[config.mk]
export PLATFORM = sky130hd
export DESIGN_NAME = text_command_line_parser
export DESIGN_NICKNAME = d
export VERILOG_FILES = /design/src/rtl/tclp_pkg.sv /design/src/rtl/tclp_line_state.sv /design/src/rtl/tclp_decode.sv /design/src/rtl/text_command_line_parser.sv
export SDC_FILE = /design/constraint.sdc
export NUM_CORES = 1
export LEC_CHECK = 0
export BUFFER_PORTS_ARGS = -buffer_cell sky130_fd_sc_hd__buf_4
export CAP_MARGIN = 20
export CORE_ASPECT_RATIO = 0.9
export CORE_UTILIZATION = 50
export CTS_BUF_LIST = sky130_fd_sc_hd__clkbuf_4
export CTS_CLUSTER_DIAMETER = 200
export CTS_CLUSTER_SIZE = 14
export DETAILED_ROUTE_END_ITERATION = 8
export PLACE_DENSITY = 0.72
export SKIP_LAST_GASP = 1
export SLEW_MARGIN = 20
export SYNTH_ARGS = -nofsm -noshare
export SYNTH_HDL_FRONTEND = slang
export SYNTH_HIERARCHICAL = 1
export SYNTH_SLANG_ARGS = --single-unit
[constraint.sdc]
create_clock -name i_clk -period 6.9 [get_ports i_clk]
set_input_delay 0 -clock i_clk [delete_from_list [all_inputs] [get_ports i_clk]]
set_output_delay 0 -clock i_clk [all_outputs]
set_load 0.1 [all_outputs]
[src/rtl/tclp_pkg.sv]
`timescale 1ns / 1ps
`default_nettype none
// ----------------------------------------------------------------------------
// tclp_pkg
// Shared types, character codes and recognizer codes of the command line
// parser.
// ----------------------------------------------------------------------------
package tclp_pkg;

    localparam int unsigned LINE_LIMIT = 128;
    localparam int unsigned LEN_W      = $clog2(LINE_LIMIT + 1);
    localparam int unsigned SPEED_FULL = 100;

    // character codes
    localparam logic [7:0] CH_NUL   = 8'h00;
    localparam logic [7:0] CH_TAB   = 8'h09;
    localparam logic [7:0] CH_LF    = 8'h0A;
    localparam logic [7:0] CH_VT    = 8'h0B;
    localparam logic [7:0] CH_FF    = 8'h0C;
    localparam logic [7:0] CH_CR    = 8'h0D;
    localparam logic [7:0] CH_SPACE = 8'h20;
    localparam logic [7:0] CH_PLUS  = 8'h2B;
    localparam logic [7:0] CH_MINUS = 8'h2D;
    localparam logic [7:0] CH_ZERO  = 8'h30;
    localparam logic [7:0] CH_ONE   = 8'h31;
    localparam logic [7:0] CH_THREE = 8'h33;
    localparam logic [7:0] CH_NINE  = 8'h39;
    localparam logic [7:0] CH_EQ    = 8'h3D;
    localparam logic [7:0] CH_D     = 8'h44;
    localparam logic [7:0] CH_E     = 8'h45;
    localparam logic [7:0] CH_F     = 8'h46;
    localparam logic [7:0] CH_L     = 8'h4C;
    localparam logic [7:0] CH_M     = 8'h4D;
    localparam logic [7:0] CH_N     = 8'h4E;
    localparam logic [7:0] CH_O     = 8'h4F;
    localparam logic [7:0] CH_T     = 8'h54;
    localparam logic [7:0] CH_LC_A  = 8'h61;
    localparam logic [7:0] CH_LC_Z  = 8'h7A;
    localparam logic [7:0] CASE_OFS = 8'h20;

    // head recognizer
    localparam logic [3:0] HM_EMPTY   = 4'd0;
    localparam logic [3:0] HM_L       = 4'd1;
    localparam logic [3:0] HM_LE      = 4'd2;
    localparam logic [3:0] HM_LED     = 4'd3;
    localparam logic [3:0] HM_LED_DIG = 4'd4;
    localparam logic [3:0] HM_M       = 4'd5;
    localparam logic [3:0] HM_MO      = 4'd6;
    localparam logic [3:0] HM_MOT     = 4'd7;
    localparam logic [3:0] HM_OTHER   = 4'd8;

    // tail recognizer
    localparam logic [2:0] TM_EMPTY     = 3'd0;
    localparam logic [2:0] TM_O         = 3'd1;
    localparam logic [2:0] TM_ON        = 3'd2;
    localparam logic [2:0] TM_OF        = 3'd3;
    localparam logic [2:0] TM_OFF       = 3'd4;
    localparam logic [2:0] TM_BAD       = 3'd5;
    localparam logic [2:0] TM_NUM_BLANK = 3'd1;
    localparam logic [2:0] TM_NUM_BODY  = 3'd2;
    localparam logic [2:0] TM_NONEMPTY  = 3'd1;

    // result actions
    localparam logic [2:0] ACT_INCORRECT = 3'd0;
    localparam logic [2:0] ACT_LED       = 3'd1;
    localparam logic [2:0] ACT_STOP      = 3'd2;
    localparam logic [2:0] ACT_FWD       = 3'd3;
    localparam logic [2:0] ACT_BACK      = 3'd4;
    localparam logic [2:0] ACT_NONE      = 3'd5;

    typedef struct packed {
        logic       overlong;
        logic [3:0] head;
        logic [7:0] led_digit;
        logic [2:0] tail;
        logic       negative;
        logic [6:0] magnitude;
    } t_line_status;

    typedef struct packed {
        logic [2:0] action;
        logic [1:0] led_index;
        logic       led_on;
        logic [6:0] speed_percent;
    } t_result;

endpackage
`default_nettype wire

[src/rtl/tclp_line_state.sv]
`timescale 1ns / 1ps
`default_nettype none
// ----------------------------------------------------------------------------
// tclp_line_state
// Per-line recognizer state: length count, token phase, head and tail
// matchers and the running motor number. Cleared by each newline.
// ----------------------------------------------------------------------------
module tclp_line_state (
    input  wire logic                  i_clk,
    input  wire logic                  i_rst_n,
    input  wire logic                  i_step,
    input  wire logic [7:0]            i_char,
    output tclp_pkg::t_line_status     o_status
);
    import tclp_pkg::*;

    typedef enum logic [3:0] {
        PH_LEAD   = 4'b0001,
        PH_HEAD   = 4'b0010,
        PH_TAIL   = 4'b0100,
        PH_IGNORE = 4'b1000
    } t_phase;

    t_phase           r_phase,    n_phase;
    logic [LEN_W-1:0] r_len,      n_len;
    logic             r_overlong, n_overlong;
    logic [3:0]       r_head,     n_head;
    logic [7:0]       r_digit,    n_digit;
    logic [2:0]       r_tail,     n_tail;
    logic             r_neg,      n_neg;
    logic [6:0]       r_mag,      n_mag;
    logic             r_ended,    n_ended;

    logic [7:0]       c;
    logic             blank;
    logic             is_dig;
    logic [9:0]       mag_sum;
    logic             take_digit;

    function automatic logic [3:0] head_next(input logic [3:0] h, input logic [7:0] ch);
        logic [3:0] res;
        res = h;
        case (h)
            HM_EMPTY: res = (ch == CH_L) ? HM_L : (ch == CH_M) ? HM_M : HM_OTHER;
            HM_L:     res = (ch == CH_E) ? HM_LE : HM_OTHER;
            HM_LE:    res = (ch == CH_D) ? HM_LED : HM_OTHER;
            HM_LED:   res = HM_LED_DIG;
            HM_M:     res = (ch == CH_O) ? HM_MO : HM_OTHER;
            HM_MO:    res = (ch == CH_T) ? HM_MOT : HM_OTHER;
            default:  res = h;
        endcase
        return res;
    endfunction

    always_comb begin
        c = i_char;
        if (i_char >= CH_LC_A && i_char <= CH_LC_Z) begin
            c = i_char - CASE_OFS;
        end
        blank   = (i_char == CH_SPACE) || (i_char == CH_TAB) || (i_char == CH_CR);
        is_dig  = (c >= CH_ZERO) && (c <= CH_NINE);
        mag_sum = ({3'b000, r_mag} << 3) + ({3'b000, r_mag} << 1) + {6'b000000, c[3:0]};
        take_digit = 1'b0;

        n_phase    = r_phase;
        n_len      = r_len;
        n_overlong = r_overlong;
        n_head     = r_head;
        n_digit    = r_digit;
        n_tail     = r_tail;
        n_neg      = r_neg;
        n_mag      = r_mag;
        n_ended    = r_ended;

        if (i_step && i_char == CH_LF) begin
            n_phase    = PH_LEAD;
            n_len      = '0;
            n_overlong = 1'b0;
            n_head     = HM_EMPTY;
            n_digit    = '0;
            n_tail     = TM_EMPTY;
            n_neg      = 1'b0;
            n_mag      = '0;
            n_ended    = 1'b0;
        end else if (i_step && !blank) begin
            if (r_len >= LEN_W'(LINE_LIMIT)) begin
                n_overlong = 1'b1;
            end else begin
                n_len = r_len + 1'b1;
            end

            unique case (r_phase)
                PH_LEAD: begin
                    if (c == CH_NUL) begin
                        n_phase = PH_IGNORE;
                    end else if (c != CH_EQ) begin
                        n_phase = PH_HEAD;
                        n_head  = head_next(r_head, c);
                        if (r_head == HM_LED) n_digit = c;
                    end
                end
                PH_HEAD: begin
                    if (c == CH_NUL) begin
                        n_phase = PH_IGNORE;
                    end else if (c == CH_EQ) begin
                        n_phase = PH_TAIL;
                    end else begin
                        n_head = head_next(r_head, c);
                        if (r_head == HM_LED) n_digit = c;
                    end
                end
                PH_TAIL: begin
                    if (c == CH_NUL) begin
                        n_phase = PH_IGNORE;
                    end else if (r_head == HM_LED || r_head == HM_LED_DIG) begin
                        case (r_tail)
                            TM_EMPTY: n_tail = (c == CH_O) ? TM_O : TM_BAD;
                            TM_O:     n_tail = (c == CH_N) ? TM_ON :
                                               (c == CH_F) ? TM_OF : TM_BAD;
                            TM_OF:    n_tail = (c == CH_F) ? TM_OFF : TM_BAD;
                            default:  n_tail = TM_BAD;
                        endcase
                    end else if (r_head == HM_MOT) begin
                        if (r_tail == TM_EMPTY) n_tail = TM_NUM_BLANK;
                        if (!r_ended) begin
                            if (r_tail != TM_NUM_BODY) begin
                                // leading blanks, then an optional sign
                                if (c != CH_VT && c != CH_FF) begin
                                    n_tail = TM_NUM_BODY;
                                    if (c == CH_MINUS) begin
                                        n_neg = 1'b1;
                                    end else if (c != CH_PLUS) begin
                                        take_digit = 1'b1;
                                    end
                                end
                            end else begin
                                take_digit = 1'b1;
                            end
                            if (take_digit) begin
                                if (is_dig) begin
                                    n_mag = (mag_sum > 10'(SPEED_FULL)) ?
                                            7'(SPEED_FULL) : mag_sum[6:0];
                                end else begin
                                    n_ended = 1'b1;
                                end
                            end
                        end
                    end else begin
                        n_tail = TM_NONEMPTY;
                    end
                end
                PH_IGNORE: begin
                end
                default: begin
                    n_phase = PH_IGNORE;
                end
            endcase
        end
    end

    always_ff @(posedge i_clk) begin
        if (!i_rst_n) begin
            r_phase    <= PH_LEAD;
            r_len      <= '0;
            r_overlong <= 1'b0;
            r_head     <= HM_EMPTY;
            r_digit    <= '0;
            r_tail     <= TM_EMPTY;
            r_neg      <= 1'b0;
            r_mag      <= '0;
            r_ended    <= 1'b0;
        end else begin
            r_phase    <= n_phase;
            r_len      <= n_len;
            r_overlong <= n_overlong;
            r_head     <= n_head;
            r_digit    <= n_digit;
            r_tail     <= n_tail;
            r_neg      <= n_neg;
            r_mag      <= n_mag;
            r_ended    <= n_ended;
        end
    end

    assign o_status.overlong  = r_overlong;
    assign o_status.head      = r_head;
    assign o_status.led_digit = r_digit;
    assign o_status.tail      = r_tail;
    assign o_status.negative  = r_neg;
    assign o_status.magnitude = r_mag;

`ifndef SYNTHESIS
    a_len_bound: assert property (@(posedge i_clk) disable iff (!i_rst_n)
        r_len <= LEN_W'(LINE_LIMIT))
        else $error("line length beyond limit");
    a_overlong_full: assert property (@(posedge i_clk) disable iff (!i_rst_n)
        r_overlong |-> (r_len == LEN_W'(LINE_LIMIT)))
        else $error("overlong flag set before line filled");
    a_speed_bound: assert property (@(posedge i_clk) disable iff (!i_rst_n)
        r_mag <= 7'(SPEED_FULL))
        else $error("motor magnitude not saturated");
`endif

endmodule
`default_nettype wire

[src/rtl/tclp_decode.sv]
`timescale 1ns / 1ps
`default_nettype none
// ----------------------------------------------------------------------------
// tclp_decode
// Turns the finished line status into the action, led and speed fields.
// ----------------------------------------------------------------------------
module tclp_decode (
    input  wire tclp_pkg::t_line_status i_status,
    output tclp_pkg::t_result           o_result
);
    import tclp_pkg::*;

    logic led_head;
    logic tail_ok;
    logic digit_valid;

    always_comb begin
        led_head    = (i_status.head == HM_LED) || (i_status.head == HM_LED_DIG);
        tail_ok     = (i_status.tail == TM_ON) || (i_status.tail == TM_OFF);
        digit_valid = (i_status.head == HM_LED_DIG) &&
                      (i_status.led_digit >= CH_ONE) && (i_status.led_digit <= CH_THREE);

        o_result.action        = ACT_INCORRECT;
        o_result.led_index     = 2'd0;
        o_result.led_on        = 1'b0;
        o_result.speed_percent = 7'd0;

        if (i_status.overlong || i_status.head == HM_EMPTY) begin
            o_result.action = ACT_INCORRECT;
        end else if (led_head) begin
            if (!tail_ok) begin
                o_result.action = ACT_INCORRECT;
            end else if (digit_valid) begin
                o_result.action    = ACT_LED;
                o_result.led_index = i_status.led_digit[1:0];
                o_result.led_on    = (i_status.tail == TM_ON);
            end else if (i_status.head == HM_LED_DIG && i_status.led_digit == CH_ZERO) begin
                o_result.action = ACT_INCORRECT;
            end else begin
                o_result.action = ACT_NONE;
            end
        end else if (i_status.head == HM_MOT) begin
            if (i_status.tail == TM_EMPTY || i_status.magnitude == 7'd0) begin
                o_result.action = ACT_STOP;
            end else begin
                o_result.action        = i_status.negative ? ACT_BACK : ACT_FWD;
                o_result.speed_percent = i_status.magnitude;
            end
        end
    end

endmodule
`default_nettype wire

[src/rtl/text_command_line_parser.sv]
`timescale 1ns / 1ps
`default_nettype none
// ----------------------------------------------------------------------------
// text_command_line_parser
// Character-by-character command line parser for LED and motor commands.
// A newline request reaches the output through the input register, then
//   the result register.
// Throughput: one character per cycle; a newline waits in the input register
//   only while a previous result is still stalled.
// Reset: synchronous active-low; clears line state and both valid flags.
// ----------------------------------------------------------------------------
module text_command_line_parser (
    input  wire logic       i_clk,
    input  wire logic       i_rst_n,
    input  wire logic       i_valid,
    output logic            o_stall,
    input  wire logic [7:0] i_rx_char,
    output logic            o_valid,
    input  wire logic       i_stall,
    output logic [2:0]      o_action,
    output logic [1:0]      o_led_index,
    output logic            o_led_on,
    output logic [6:0]      o_speed_percent
);
    import tclp_pkg::*;

    logic         r_in_valid;
    logic [7:0]   r_in_char;
    logic         r_out_valid;
    t_result      r_out;

    logic         in_is_nl;
    logic         out_free;
    logic         proceed;
    logic         accept;
    t_line_status status;
    t_result      result;

    assign in_is_nl = (r_in_char == CH_LF);
    assign out_free = !r_out_valid || !i_stall;
    // only a newline needs the result slot; other characters always advance
    assign proceed  = r_in_valid && (!in_is_nl || out_free);
    assign o_stall  = r_in_valid && !proceed;
    assign accept   = i_valid && !o_stall;

    tclp_line_state u_state (
        .i_clk    (i_clk),
        .i_rst_n  (i_rst_n),
        .i_step   (proceed),
        .i_char   (r_in_char),
        .o_status (status)
    );

    tclp_decode u_decode (
        .i_status (status),
        .o_result (result)
    );

    always_ff @(posedge i_clk) begin
        if (!i_rst_n) begin
            r_in_valid <= 1'b0;
        end else if (accept) begin
            r_in_valid <= 1'b1;
        end else if (proceed) begin
            r_in_valid <= 1'b0;
        end
    end

    always_ff @(posedge i_clk) begin
        if (accept) begin
            r_in_char <= i_rx_char;
        end
    end

    always_ff @(posedge i_clk) begin
        if (!i_rst_n) begin
            r_out_valid <= 1'b0;
        end else if (proceed && in_is_nl) begin
            r_out_valid <= 1'b1;
        end else if (!i_stall) begin
            r_out_valid <= 1'b0;
        end
    end

    always_ff @(posedge i_clk) begin
        if (proceed && in_is_nl) begin
            r_out <= result;
        end
    end

    assign o_valid         = r_out_valid;
    assign o_action        = r_out.action;
    assign o_led_index     = r_out.led_index;
    assign o_led_on        = r_out.led_on;
    assign o_speed_percent = r_out.speed_percent;

`ifndef SYNTHESIS
    a_stall_needs_item: assert property (@(posedge i_clk) disable iff (!i_rst_n)
        o_stall |-> (r_in_valid && in_is_nl && r_out_valid))
        else $error("input stalled without a blocked newline");
    a_result_kept: assert property (@(posedge i_clk) disable iff (!i_rst_n)
        (r_out_valid && i_stall) |=> r_out_valid)
        else $error("stalled result dropped");
    a_result_from_nl: assert property (@(posedge i_clk) disable iff (!i_rst_n)
        $rose(r_out_valid) |-> $past(proceed && in_is_nl))
        else $error("result raised without a newline");
`endif

endmodule
`default_nettype wire

==> impl_metrics.sql <==
INSERT INTO impl_metrics (metric_group, metric, value, unit) VALUES
('outcome', 'status', 'completed', ''),
('placed_design', 'finalWeightedCongestion', '0.863', ''),
('floorplan', 'coreArea', '7180', 'um^2'),
('synth', 'ys_async_sr_fraction', '0', ''),
('critical_path', 'end_kind', 'flop', ''),
('critical_path', 'crit_arrival', '3.89', 'ns'),
('synth', 'synth_largest_area_cell', 'dfxtp_1', ''),
('clocking', 'tritoncts.num_buffers', '9', ''),
('route', 'drt-wirelength-per-cell', '15.9', 'um'),
('critical_path', 'path_class', 'reg2reg', ''),
('synth', 'share_of_synthesized_area_occupied_by_flip_flops_and_latches', '0.373', ''),
('synth', 'post_synth_inst_count', '416', ''),
('synth', 'synth.lib_cells_used.distinct', '77', ''),
('floorplan', 'io_pins', '27', ''),
('timing', 'clock_period_minus_final_worst_setup_slack', '3.57', 'ns'),
('route', 'first_pass_iters', '7', ''),
('route', 'ant_nets', '0', ''),
('route', 'drtIter0Drc', '292', ''),
('layout', 'n_antenna_cell', '0', ''),
('floorplan', 'floorplan.initialDensity', '0.526', ''),
('layout', 'post_route_cells_drive_above_1_share', '0.131', ''),
('layout', 'fillers', '653', ''),
('timing', 'totalNegativeSetupSlack', '0', 'ns'),
('critical_path', 'setup.reg_to_reg.worst_slack', '3.33', 'ns'),
('layout', 'ff_latch_area', '1410', 'um^2'),
('floorplan', 'row_count', '29', ''),
('clocking', 'post-cts-setup-buffers', '0', ''),
('pwr', 'design_power_total', '0.658', 'mW'),
('worst_hold_path', 'hold_path.startpoint', 'i_rx_char[0]', ''),
('pwr', 'power-per-cell-area', '154', 'nW/um^2'),
('synth', 'synthesis.yosys.warnings', '6', ''),
('layout', 'postLayoutCoreUtil', '0.595', ''),
('timing', 'post-route-period-util', '0.518', ''),
('synth', 'synth_common_cells', '39 x dfxtp_1, 33 x nor2_1, 23 x nand2_1, 21 x edfxtp_1', ''),
('grt', 'grt_pass1_wl', '14.4', 'mm'),
('critical_path', 'cp_data_required_time', '7.21', 'ns'),
('floorplan', 'horizontal_extent_of_the_die', '93.7', 'um'),
('timing', 'setup_violations', '0', ''),
('floorplan', 'floorplan.die.height', '84.5', 'um'),
('timing', 'slew-limit-headroom', '0.398', ''),
('clocking', 'cts_max_level', '3', ''),
('critical_path', 'timing.critical_path.fanout_max', '19', ''),
('clocking', 'ctsResizeCount', '0', ''),
('floorplan', 'design.die.area', '7910', 'um^2'),
('synth', 'cell_area_after_technology_mapping', '3780', 'um^2'),
('synth', 'synth-seq-cells', '60', ''),
('layout', 'finish.net_count', '477', ''),
('placed_design', 'port-buffer-count', '26', ''),
('route', 'drt_wl_total', '8.69', 'mm'),
('grt', 'antenna_found_initial', '0', ''),
('worst_hold_path', 'hp-class', 'in2reg', ''),
('route', 'drc_violations_left', '0', ''),
('synth', 'ys_dominant_reg_cell', 'dfxtp_1', ''),
('timing', 'worstMarginPinSlew', '0.900', 'ns'),
('layout', 'final_cell_count_no_fill', '545', ''),
('grt', 'grt_start_max_net_pins', '24', ''),
('synth', 'synth-edff-count', '21', ''),
('layout', 'syn2layout_area_growth', '13.0', '%'),
('placed_design', 'pre_cts_setup_slack', '3.41', 'ns'),
('timing', 'final_hold_viol_count', '0', ''),
('timing', 'timing.final.max_slew_violations', '0', ''),
('timing', 'final_critical_path_setup_slack', '3.33', 'ns'),
('placed_design', 'hpwlAfterDp', '6.10', 'mm'),
('critical_path', 'r2r-start', 'r_in_char[3]', ''),
('timing', 'worst_clock_skew', '0.00896', 'ns'),
('route', 'detail_route.vias_per_cell', '6.29', ''),
('clocking', 'deepest_clock_path_buffer_count', '2', ''),
('synth', 'post-synth-top-area-fraction', '0.206', ''),
('synth', 'synth_area_per_cell', '9.09', 'um^2'),
('grt', 'global_route_congestion_overflow_total', '0', ''),
('pwr', 'p_leak', '1.49', 'nW');
where the power goes:
part	internal [mW]	switching [mW]
clock	0.0684	0.127
combinational	0.0328	0.0372
sequential	0.372	0.0214
total	0.473	0.185
routing by layer:
layer  GRT usage  routed length (um)  vias up
met1       0.317                3980     1626
met2       0.350                3900      136
li1            -                   -     1644
met4       0.112                 201        0
met3      0.0489                 608       20
met5           0                   0        -
final cells by class:
type / instances / share of cell area
clock buffers: 9 / 0.0158
inverters: 20 / 0.0176
flip-flops and latches: 60 / 0.330
well taps: 93 / 0.0272
repair buffers: 44 / 0.0861
clock inverters: 7 / 0.00790
multi-input cells: 312 / 0.515
sequential cells by signal, summed over array words and instances, names as in the netlist:
| name | cells |
|---|---|
| u_state/r_neg | 1 |
| o_led_on | 1 |
| u_state/r_head | 4 |
| u_state/r_digit | 8 |
| r_in_char | 8 |
| u_state/r_overlong | 1 |
| o_led_index | 2 |
| o_action | 3 |
| u_state/r_mag | 7 |
| o_valid | 1 |
| u_state/r_tail | 3 |
| u_state/r_phase | 4 |
| u_state/r_len | 8 |
| u_state/r_ended | 1 |
| o_speed_percent | 7 |
| r_in_valid | 1 |
critical path, cell delays in order (launching register included):
cell	delay [ns]
edfxtp_1	0.73
inv_1	0.17
fa_1	0.63
inv_1	0.06
ha_1	0.28
a21oi_1	0.08
o32ai_1	0.58
mux2i_1	0.26
a31oi_1	0.06
a31o_2	0.31
o41ai_1	0.32
worst paths after layout:
kind                        end  cells after the start
max            u_state/r_mag[4]                     10
min                r_in_char[0]                      2
max reg2reg    u_state/r_mag[4]                     10
min reg2reg  u_state/r_digit[5]                      2
cells by family (layout without fill, tap and decap cells):
family	Yosys count	count (layout)	share of synthesized area
mux	7	7	0.0185
compound gates	105	105	0.205
simple gates	169	169	0.260
fa+ha+maj	18	18	0.0635
xor+xnor	13	13	0.0301
flops	60	60	0.373
buf+inv	44	80	0.0493
cell usage in the layout (no fill, tap or decap), types with 3 or more instances in the layout:
cell type and instances:
a2111oi_0 3, a211oi_1 5, a21o_1 5, a21oi_1 20, a31oi_1 3, and2_1 7
and3_1 5, and3b_1 3, buf_4 29, clkbuf_4 9, clkinv_1 3, clkinv_2 3
dfxtp_1 39, dlygate4sd3_1 15, edfxtp_1 21, ha_1 16, inv_1 20, mux2i_1 7
nand2_1 23, nand2b_1 11, nand3_1 14, nand4_1 5, nand4b_1 5, nor2_1 33
nor2b_1 7, nor3_1 16, nor4_1 9, nor4b_1 5, o21a_1 5, o21ai_0 15
o21ai_1 4, o31a_1 3, o31ai_1 3, o41ai_1 4, or4_1 5, xnor2_1 8
xor2_1 5
through the flow:
stage	instance area, um^2	hold WS (ns)
after detailed placement	4020	0.180
after global placement	4020	0.178
after CTS	4270	0.280
final	4270	0.305
after global routing	4270	0.279
after floorplan	3780	0.0989
Power figures use the tool's default switching activity.
